File: config.mk
export PLATFORM = sky130hd
export DESIGN_NAME = pending_command_tracker
export DESIGN_NICKNAME = d
export VERILOG_FILES = /design/src/pct_pkg.sv /design/src/pct_ctrl.sv /design/src/pct_dpath.sv /design/src/pending_command_tracker.sv
export SDC_FILE = /design/constraint.sdc
export NUM_CORES = 1
export LEC_CHECK = 0
export ABC_AREA = 1
export BUFFER_PORTS_ARGS = -buffer_cell sky130_fd_sc_hd__buf_4
export CAP_MARGIN = 40
export CORE_MARGIN = 3
export CORE_UTILIZATION = 25
export CTS_BUF_LIST = sky130_fd_sc_hd__clkbuf_2
export DETAILED_ROUTE_END_ITERATION = 16
export GPL_TIMING_DRIVEN = 0
export PLACE_DENSITY = 0.49
export SLEW_MARGIN = 5
export SYNTH_ARGS = -nofsm -noshare
export SYNTH_HDL_FRONTEND = slang
export SYNTH_SLANG_ARGS = --single-unit
File: constraint.sdc
create_clock -name clk_i -period 10.25 [get_ports clk_i]
set_input_delay 0 -clock clk_i [delete_from_list [all_inputs] [get_ports clk_i]]
set_output_delay 0 -clock clk_i [all_outputs]
set_load 0.005 [all_outputs]
File: src/pct_pkg.sv
// Shared types and constants for the pending command tracker.
package pct_pkg;

  // Request function codes.
  localparam logic [1:0] FUNC_ISSUE    = 2'd0;
  localparam logic [1:0] FUNC_RESPONSE = 2'd1;
  localparam logic [1:0] FUNC_TICK     = 2'd2;

  // Result kind codes.
  localparam logic [1:0] KIND_ISSUED    = 2'd0;
  localparam logic [1:0] KIND_MATCHED   = 2'd1;
  localparam logic [1:0] KIND_UNMATCHED = 2'd2;
  localparam logic [1:0] KIND_TIMEOUT   = 2'd3;

  // Timeout register and per-tick result limit.
  localparam int unsigned TIMEOUT_W     = 31;
  localparam logic [TIMEOUT_W-1:0] TIMEOUT_RESET = 31'd5000;
  localparam int unsigned CNT_W         = 4;
  localparam logic [CNT_W-1:0] MAX_RESULTS = 4'd8;

  // Input request payload.
  typedef struct packed {
    logic [1:0]  func;
    logic [7:0]  response_id;
    logic [7:0]  sensor_num;
    logic [7:0]  command_code;
    logic [15:0] dest_addr;
  } in_t;

  // Result payload.
  typedef struct packed {
    logic [1:0]  kind;
    logic [2:0]  slot_index;
    logic [7:0]  entry_id;
    logic [7:0]  entry_sensor;
    logic [7:0]  entry_command;
    logic [15:0] entry_target;
    logic        evicted;
    logic [7:0]  evicted_id;
    logic        last;
  } out_t;

  // Commands from the controller to the datapath.
  typedef struct packed {
    logic load;
    logic scan;
    logic finish;
  } ctrl_t;

  // Status from the datapath to the controller.
  typedef struct packed {
    logic scan_end;
    logic finish_ok;
  } stat_t;

endpackage

File: src/pct_ctrl.sv
// Controller state machine: accept, slot scan and finish phases.
module pct_ctrl (
  input  logic            clk_i,
  input  logic            rst_ni,
  input  logic            in_valid_i,
  output logic            in_ready_o,
  input  pct_pkg::stat_t  stat_i,
  output pct_pkg::ctrl_t  cmd_o
);

  typedef enum logic [2:0] {
    ST_IDLE = 3'b001,
    ST_SCAN = 3'b010,
    ST_DONE = 3'b100
  } state_e;

  state_e state_q, state_d;

  // A new request is taken only between items.
  assign in_ready_o    = (state_q == ST_IDLE);
  assign cmd_o.load    = in_valid_i && in_ready_o;
  assign cmd_o.scan    = (state_q == ST_SCAN);
  assign cmd_o.finish  = (state_q == ST_DONE) && stat_i.finish_ok;

  // Next state.
  always_comb begin
    state_d = state_q;
    unique case (state_q)
      ST_IDLE: if (cmd_o.load) state_d = ST_SCAN;
      ST_SCAN: if (stat_i.scan_end) state_d = ST_DONE;
      ST_DONE: if (stat_i.finish_ok) state_d = ST_IDLE;
      default: state_d = ST_IDLE;
    endcase
  end

  always_ff @(posedge clk_i or negedge rst_ni) begin
    if (!rst_ni) begin
      state_q <= ST_IDLE;
    end else begin
      state_q <= state_d;
    end
  end

endmodule

File: src/pct_dpath.sv
// Datapath: slot table, time and sequence counters, scan trackers and result registers.
module pct_dpath #(
  parameter int unsigned SLOTS     = 8,
  parameter int unsigned TIME_BITS = 32
) (
  input  logic                            clk_i,
  input  logic                            rst_ni,
  input  pct_pkg::in_t                    in_data_i,
  input  pct_pkg::ctrl_t                  cmd_i,
  output pct_pkg::stat_t                  stat_o,
  input  logic                            cfg_we_i,
  input  logic [pct_pkg::TIMEOUT_W-1:0]   cfg_data_i,
  output logic                            out_valid_o,
  input  logic                            out_ready_i,
  output pct_pkg::out_t                   out_data_o
);

  localparam int unsigned IW    = (SLOTS > 1) ? $clog2(SLOTS) : 1;
  localparam int unsigned CMP_W = (TIME_BITS > pct_pkg::TIMEOUT_W) ? TIME_BITS
                                                                   : pct_pkg::TIMEOUT_W;
  localparam logic [IW-1:0] IDX_LAST = IW'(SLOTS - 1);

  // Configuration, counters and the latched request.
  logic [pct_pkg::TIMEOUT_W-1:0] timeout_q;
  logic [TIME_BITS-1:0]          time_q;
  logic [7:0]                    seq_q;
  pct_pkg::in_t                  req_q;

  // Slot table.
  logic [SLOTS-1:0]     valid_q;
  logic [7:0]           id_q     [SLOTS];
  logic [7:0]           sensor_q [SLOTS];
  logic [7:0]           cmdc_q   [SLOTS];
  logic [15:0]          target_q [SLOTS];
  logic [TIME_BITS-1:0] sent_q   [SLOTS];

  // Scan trackers.
  logic [IW-1:0]            idx_q;
  logic                     free_found_q;
  logic [IW-1:0]            free_idx_q;
  logic [TIME_BITS-1:0]     best_age_q;
  logic [IW-1:0]            best_idx_q;
  logic [7:0]               best_id_q;
  logic                     match_q;
  logic [IW-1:0]            match_idx_q;
  logic [pct_pkg::CNT_W-1:0] cnt_q;
  logic                     held_v_q;
  pct_pkg::out_t            held_q;

  // Output register.
  logic          out_v_q;
  pct_pkg::out_t out_q;

  // Per-slot evaluation at the scan index.
  logic [TIME_BITS-1:0] age;
  logic                 cur_valid;
  logic                 tick_hit;
  logic                 out_free;
  logic                 stall;
  logic                 step;
  logic                 finish_ok;
  logic [IW-1:0]        slot_w;
  pct_pkg::out_t        hit_res;

  assign age       = time_q - sent_q[idx_q];
  assign cur_valid = valid_q[idx_q];
  assign tick_hit  = (req_q.func == pct_pkg::FUNC_TICK) && cur_valid &&
                     (CMP_W'(age) > CMP_W'(timeout_q)) && (cnt_q < pct_pkg::MAX_RESULTS);
  assign out_free  = !out_v_q || out_ready_i;
  assign stall     = tick_hit && held_v_q && !out_free;
  assign step      = cmd_i.scan && !stall;
  assign slot_w    = free_found_q ? free_idx_q : best_idx_q;

  assign stat_o.scan_end  = (idx_q == IDX_LAST) && !stall;
  assign stat_o.finish_ok = finish_ok;

  // The finish step waits for a free output register when it has a result to give.
  always_comb begin
    unique case (req_q.func)
      pct_pkg::FUNC_ISSUE,
      pct_pkg::FUNC_RESPONSE: finish_ok = out_free;
      pct_pkg::FUNC_TICK:     finish_ok = !held_v_q || out_free;
      default:                finish_ok = 1'b1;
    endcase
  end

  // Timeout result for the slot under the scan index.
  always_comb begin
    hit_res               = '0;
    hit_res.kind          = pct_pkg::KIND_TIMEOUT;
    hit_res.slot_index    = 3'(idx_q);
    hit_res.entry_id      = id_q[idx_q];
    hit_res.entry_sensor  = sensor_q[idx_q];
    hit_res.entry_command = cmdc_q[idx_q];
    hit_res.entry_target  = target_q[idx_q];
  end

  // Output register load and drain.
  logic          out_load;
  pct_pkg::out_t out_next;

  always_comb begin
    out_load = 1'b0;
    out_next = '0;
    if (step && tick_hit && held_v_q) begin
      out_load = 1'b1;
      out_next = held_q;
    end else if (cmd_i.finish) begin
      unique case (req_q.func)
        pct_pkg::FUNC_ISSUE: begin
          out_load            = 1'b1;
          out_next.kind       = pct_pkg::KIND_ISSUED;
          out_next.slot_index = 3'(slot_w);
          out_next.entry_id   = seq_q;
          out_next.evicted    = !free_found_q;
          out_next.evicted_id = free_found_q ? 8'd0 : best_id_q;
          out_next.last       = 1'b1;
        end
        pct_pkg::FUNC_RESPONSE: begin
          out_load          = 1'b1;
          out_next.entry_id = req_q.response_id;
          out_next.last     = 1'b1;
          if (match_q) begin
            out_next.kind       = pct_pkg::KIND_MATCHED;
            out_next.slot_index = 3'(match_idx_q);
          end else begin
            out_next.kind = pct_pkg::KIND_UNMATCHED;
          end
        end
        pct_pkg::FUNC_TICK: begin
          out_load      = held_v_q;
          out_next      = held_q;
          out_next.last = 1'b1;
        end
        default: out_load = 1'b0;
      endcase
    end
  end

  always_ff @(posedge clk_i or negedge rst_ni) begin
    if (!rst_ni) begin
      out_v_q <= 1'b0;
    end else if (out_load) begin
      out_v_q <= 1'b1;
    end else if (out_ready_i) begin
      out_v_q <= 1'b0;
    end
  end

  always_ff @(posedge clk_i) begin
    if (out_load) begin
      out_q <= out_next;
    end
  end

  assign out_valid_o = out_v_q;
  assign out_data_o  = out_q;

  // Timeout register, time and sequence counters.
  always_ff @(posedge clk_i or negedge rst_ni) begin
    if (!rst_ni) begin
      timeout_q <= pct_pkg::TIMEOUT_RESET;
      time_q    <= '0;
      seq_q     <= '0;
    end else begin
      if (cfg_we_i) begin
        timeout_q <= cfg_data_i;
      end
      if (cmd_i.load && in_data_i.func == pct_pkg::FUNC_TICK) begin
        time_q <= time_q + TIME_BITS'(1);
      end
      if (cmd_i.load && in_data_i.func == pct_pkg::FUNC_ISSUE) begin
        seq_q <= seq_q + 8'd1;
      end
    end
  end

  always_ff @(posedge clk_i) begin
    if (cmd_i.load) begin
      req_q <= in_data_i;
    end
  end

  // Scan control trackers.
  always_ff @(posedge clk_i or negedge rst_ni) begin
    if (!rst_ni) begin
      idx_q        <= '0;
      free_found_q <= 1'b0;
      match_q      <= 1'b0;
      cnt_q        <= '0;
      held_v_q     <= 1'b0;
    end else if (cmd_i.load) begin
      idx_q        <= '0;
      free_found_q <= 1'b0;
      match_q      <= 1'b0;
      cnt_q        <= '0;
      held_v_q     <= 1'b0;
    end else if (step) begin
      idx_q <= idx_q + IW'(1);
      if (!cur_valid) begin
        free_found_q <= 1'b1;
      end
      if (cur_valid && id_q[idx_q] == req_q.response_id) begin
        match_q <= 1'b1;
      end
      if (tick_hit) begin
        cnt_q    <= cnt_q + pct_pkg::CNT_W'(1);
        held_v_q <= 1'b1;
      end
    end else if (cmd_i.finish) begin
      held_v_q <= 1'b0;
    end
  end

  // Scan data trackers: first free slot, oldest slot, first id match, held timeout.
  always_ff @(posedge clk_i) begin
    if (step) begin
      if (!cur_valid && !free_found_q) begin
        free_idx_q <= idx_q;
      end
      if (idx_q == '0 || age > best_age_q) begin
        best_age_q <= age;
        best_idx_q <= idx_q;
        best_id_q  <= id_q[idx_q];
      end
      if (cur_valid && id_q[idx_q] == req_q.response_id && !match_q) begin
        match_idx_q <= idx_q;
      end
      if (tick_hit) begin
        held_q <= hit_res;
      end
    end
  end

  // Slot valid bits.
  always_ff @(posedge clk_i or negedge rst_ni) begin
    if (!rst_ni) begin
      valid_q <= '0;
    end else if (step && tick_hit) begin
      valid_q[idx_q] <= 1'b0;
    end else if (cmd_i.finish && req_q.func == pct_pkg::FUNC_ISSUE) begin
      valid_q[slot_w] <= 1'b1;
    end else if (cmd_i.finish && req_q.func == pct_pkg::FUNC_RESPONSE && match_q) begin
      valid_q[match_idx_q] <= 1'b0;
    end
  end

  // Slot contents, written on issue.
  always_ff @(posedge clk_i) begin
    if (cmd_i.finish && req_q.func == pct_pkg::FUNC_ISSUE) begin
      id_q[slot_w]     <= seq_q;
      sensor_q[slot_w] <= req_q.sensor_num;
      cmdc_q[slot_w]   <= req_q.command_code;
      target_q[slot_w] <= req_q.dest_addr;
      sent_q[slot_w]   <= time_q;
    end
  end

endmodule

File: src/pending_command_tracker.sv
// Results: an issue or response result is registered after a serial scan over every slot
// and then a finish step; a tick's last timeout is given at the finish step too.
// The serial scan over the slot table means a new request is taken only after the last one
// is finished; a tick that times out several slots also waits while the output is held.
// Each result sits in an output register, so the next request is taken while it waits.
// Reset (rst_ni low, asynchronous) clears valid bits, time, sequence and handshakes; timeout 5000.
module pending_command_tracker #(
  parameter int unsigned SLOTS     = 8,
  parameter int unsigned TIME_BITS = 32
) (
  input  logic                          clk_i,
  input  logic                          rst_ni,
  input  logic                          in_valid_i,
  output logic                          in_ready_o,
  input  pct_pkg::in_t                  in_data_i,
  output logic                          out_valid_o,
  input  logic                          out_ready_i,
  output pct_pkg::out_t                 out_data_o,
  input  logic                          cfg_we_i,
  input  logic [pct_pkg::TIMEOUT_W-1:0] cfg_data_i
);

  pct_pkg::ctrl_t cmd;
  pct_pkg::stat_t stat;

  // Sequencer.
  pct_ctrl u_ctrl (
    .clk_i      (clk_i),
    .rst_ni     (rst_ni),
    .in_valid_i (in_valid_i),
    .in_ready_o (in_ready_o),
    .stat_i     (stat),
    .cmd_o      (cmd)
  );

  // Slot table and result path.
  pct_dpath #(
    .SLOTS     (SLOTS),
    .TIME_BITS (TIME_BITS)
  ) u_dpath (
    .clk_i       (clk_i),
    .rst_ni      (rst_ni),
    .in_data_i   (in_data_i),
    .cmd_i       (cmd),
    .stat_o      (stat),
    .cfg_we_i    (cfg_we_i),
    .cfg_data_i  (cfg_data_i),
    .out_valid_o (out_valid_o),
    .out_ready_i (out_ready_i),
    .out_data_o  (out_data_o)
  );

endmodule
==> results.md <==
- Routed WL: 99.9 mm
- Vias: around 23000
- Cell area after synthesis: about 35000 sq um
- Arr. time, crit path: 10.37 ns
- Area leader, netlist: edfxtp_1
- Initial core utilization: 25.4%
- Yosys warnings: 0
- Post-CTS Setup Bufs: 0
- Period Utilization, post-route: 89.3%
- Die Span X: 378 um
- TritonCTS clock tree: yes
- Tightest Hold Check Type: primary input to flip-flop
- Post-route insts no fill: 5188
- Area growth syn-to-layout: 27.4%
- Predominant post-synthesis flop cell: edfxtp_1
- Max Fclk: 109 MHz
- Fin Clk Skew: 0.155 ns
- Clk buf depth: 3
- Final Max Slew Viols: 0
- Initial antenna violation count: 4
- I/O Buffers: 133
- Final core utilization: 32.3%
- Final setup violation count: 0
- Outcome: complete, no violations
- Detail Route Antenna Nets: 0
- H-tree level count: 4
- Total Nets Final: ~3400
- Die area: roughly 140000 sq um
- Leakage: 16.6 nW
- First-pass GRT wire length: between 100 and 150 mm
- Crit path max-delay cell type: clkbuf_1
- Core Box Area: 136000 sq um
- Crit path to: u_dpath.out_data_o[31]
- Yosys reg bits: 858
- Async set-reset flop share out of synthesis: 10.8%
- Setup total negative slack: 0 ns
- Critical path depth in cells: 43
- Top-count cell post-synth: edfxtp_1
- Cell area after layout: 44100 sq um
- Crit. End Element: flip-flop
- CP delay by family, top: simple AND/OR/NAND/NOR gates
- I/O pins: 135
- Sink Count: between 800 and 900
- Die Y-Extent: 378 um
- Clk root buf: clkbuf_2
- Yosys top cell area share: 66.4%
- Netlist cell types: 54
- Post-synth EDFFs: 765
- Slew Limit Headroom: 34.3%
- Buf/Inv on CP: 8
- DRC Markers: 0
- Syn_nets: 2675
- Main area contributors after synthesis: edfxtp_1 66%, dfrtp_1 6.3%, nand2_1 4.4%
- Fraction of layout cells with a size suffix above 1: 18.6%
- Total GRT Usage: 14.0%
- Worst Setup SP: u_dpath.idx_q[2]
- Vias in the first global route: 23500
- Post-Syn Instances: 2496
- RePlAce Congestion: 0.764
- Least-Margin Pin Slew: 0.986 ns
- Critical path type: flip-flop to flip-flop
- Cell Area, Placed: 39100 sq um
- Req. time, crit path: 11.46 ns
- Reg2Reg Launch Point: u_dpath.idx_q[2]
- Final Critical Period: about 9.2 ns
- Largest net degree at the start of global routing: 70
- DRT Pass-1 Iters: 6
- Post-synthesis sequential area ratio: between 70% and 80%
- DR vias/cell: between 4 and 5
- Reg2reg end: u_dpath.out_data_o[31]
- Max cap viols: 0
- Depth of the most critical reg-to-reg path: 43
- Worst VDD drop: 0.000110 V
- PwrDens: 212 nW/um^2
- RSZ-0062 raised after global routing: no
- GR Overflow Total: 0
- HPWL Detailed: 67.6 mm
- Worst setup SP type: flip-flop
- R2r setup slk: 1.10 ns
- Worst-Skew Late Latency: 1.56 ns
- Crit path top cell by count: nand2_1
- Critical Path Max Stage Delay: between 0.7 and 0.8 ns
- Reg clk slew, reported paths: ~0.12 ns
- Cells after DPL: between 4000 and 5000
- Num CTS Buffers: 226
- Final hold violations: 0
- CP max FO: 49
- Syn_area_per_cell: ~14 sq um
- WL per Instance: about 19 um
- DR iter-0 viols: 1671
- FP Rows: 135
- Most frequent cells after synthesis: 765 x edfxtp_1, 409 x nand2_1, 228 x inv_1, 107 x a22oi_1, 100 x ha_1
[power by group]
group	internal (mW)	total, mW	leakage [nW]	switching (mW)
Clock	0.951	2.41	1.60	1.46
Sequential	4.10	4.25	7.96	0.149
Combinational	0.953	2.67	7.06	1.72
[cells by family after synthesis]
family / after synthesis / share of synthesized area [%]
xor gates and xnor gates: 69 / 1.75
muxes: 1 / 0.0325
and+or+nand+nor: 688 / 8.82
buffers and inverters: 316 / 3.47
adders and majority gates: 101 / 3.67
DFF: 858 / 73.1
AOI/OAI and AO/OA: 463 / 9.16
[timing repair]
action                                  in CTS  in global routing
hold buffers                               283                  0
gates resized for setup                      0                  3
hold endpoints to repair                   504                  0
endpoints found under the setup margin       0                 16
[sequential cells by signal, indices dropped and copies added (netlist names), 31 cells and up]
| register | cells |
|---|---|
| u_dpath.req_q | 42 |
| u_dpath.timeout_q | 31 |
| u_dpath.cmdc_q | 64 |
| u_dpath.id_q | 64 |
| u_dpath.target_q | 128 |
| u_dpath.sent_q | 256 |
| u_dpath.time_q | 32 |
| u_dpath.sensor_q | 64 |
| u_dpath.best_age_q | 32 |
| u_dpath.held_q | 43 |
| u_dpath.out_data_o | 55 |
[metal layers]
layer,global-route usage [%],wire length [um]
met2,22.9,47700
met3,2.83,5780
met4,5.12,2440
met5,0,0
met1,18.2,44000
[per-stage QoR]
stage	hold WS, ns	setup WS [ns]	power (mW)
after floorplan	-0.296	2.97	5.91
after global placement	0.179	-2.98	6.87
after detailed placement	-0.119	0.826	6.96
after CTS	0.00118	0.801	9.50
after global routing	0.0451	0.286	10.0
final	0.252	1.10	9.33
[how the worst min path moves through the flow]
stage,startpoint,to,cells past startpoint
finish,in_data_i[10],u_dpath.req_q[10],4
global route,in_data_i[28],u_dpath.req_q[28],4
CTS,in_data_i[10],u_dpath.req_q[10],4
detailed placement,rst_ni,u_dpath.timeout_q[1],1
global placement,in_data_i[31],u_dpath.req_q[31],1
floorplan,rst_ni,u_ctrl.state_q[1],0
[cell type report]
type | instances | area, sq um
Fill cell | 13600 | 92400
Tap cell | 1781 | 2230
Clock buffer | 334 | 1670
Timing Repair Buffer | 494 | 5040
Clock inverter | 75 | 443
Buffer | 73 | 292
Inverter | 243 | 917
Sequential cell | 858 | 25300
Antenna cell | 8 | 20.0
Multi-Input combinational cell | 1322 | 8180
[worst min-delay path: cells and delay by family]
family	cells	cell delay, ns
buffers and inverters	4	1.70
[cell usage in the layout, fill, tap and decap left out, types with 22 or more instances in the layout]
cell	n
nand2_1	408
ha_1	100
buf_6	22
buf_4	152
nand3_1	53
xnor2_1	26
dlygate4sd3_1	282
xor2_1	43
a21oi_1	91
a22o_1	55
o21ai_0	80
clkinv_1	52
dfrtp_1	87
buf_1	22
a22oi_1	107
clkbuf_1	45
inv_1	226
clkbuf_2	335
nand4_1	78
a221oi_1	56
edfxtp_1	765
o21a_1	33
nor2_1	89
Note: power is estimated with default switching activity, not from simulation.
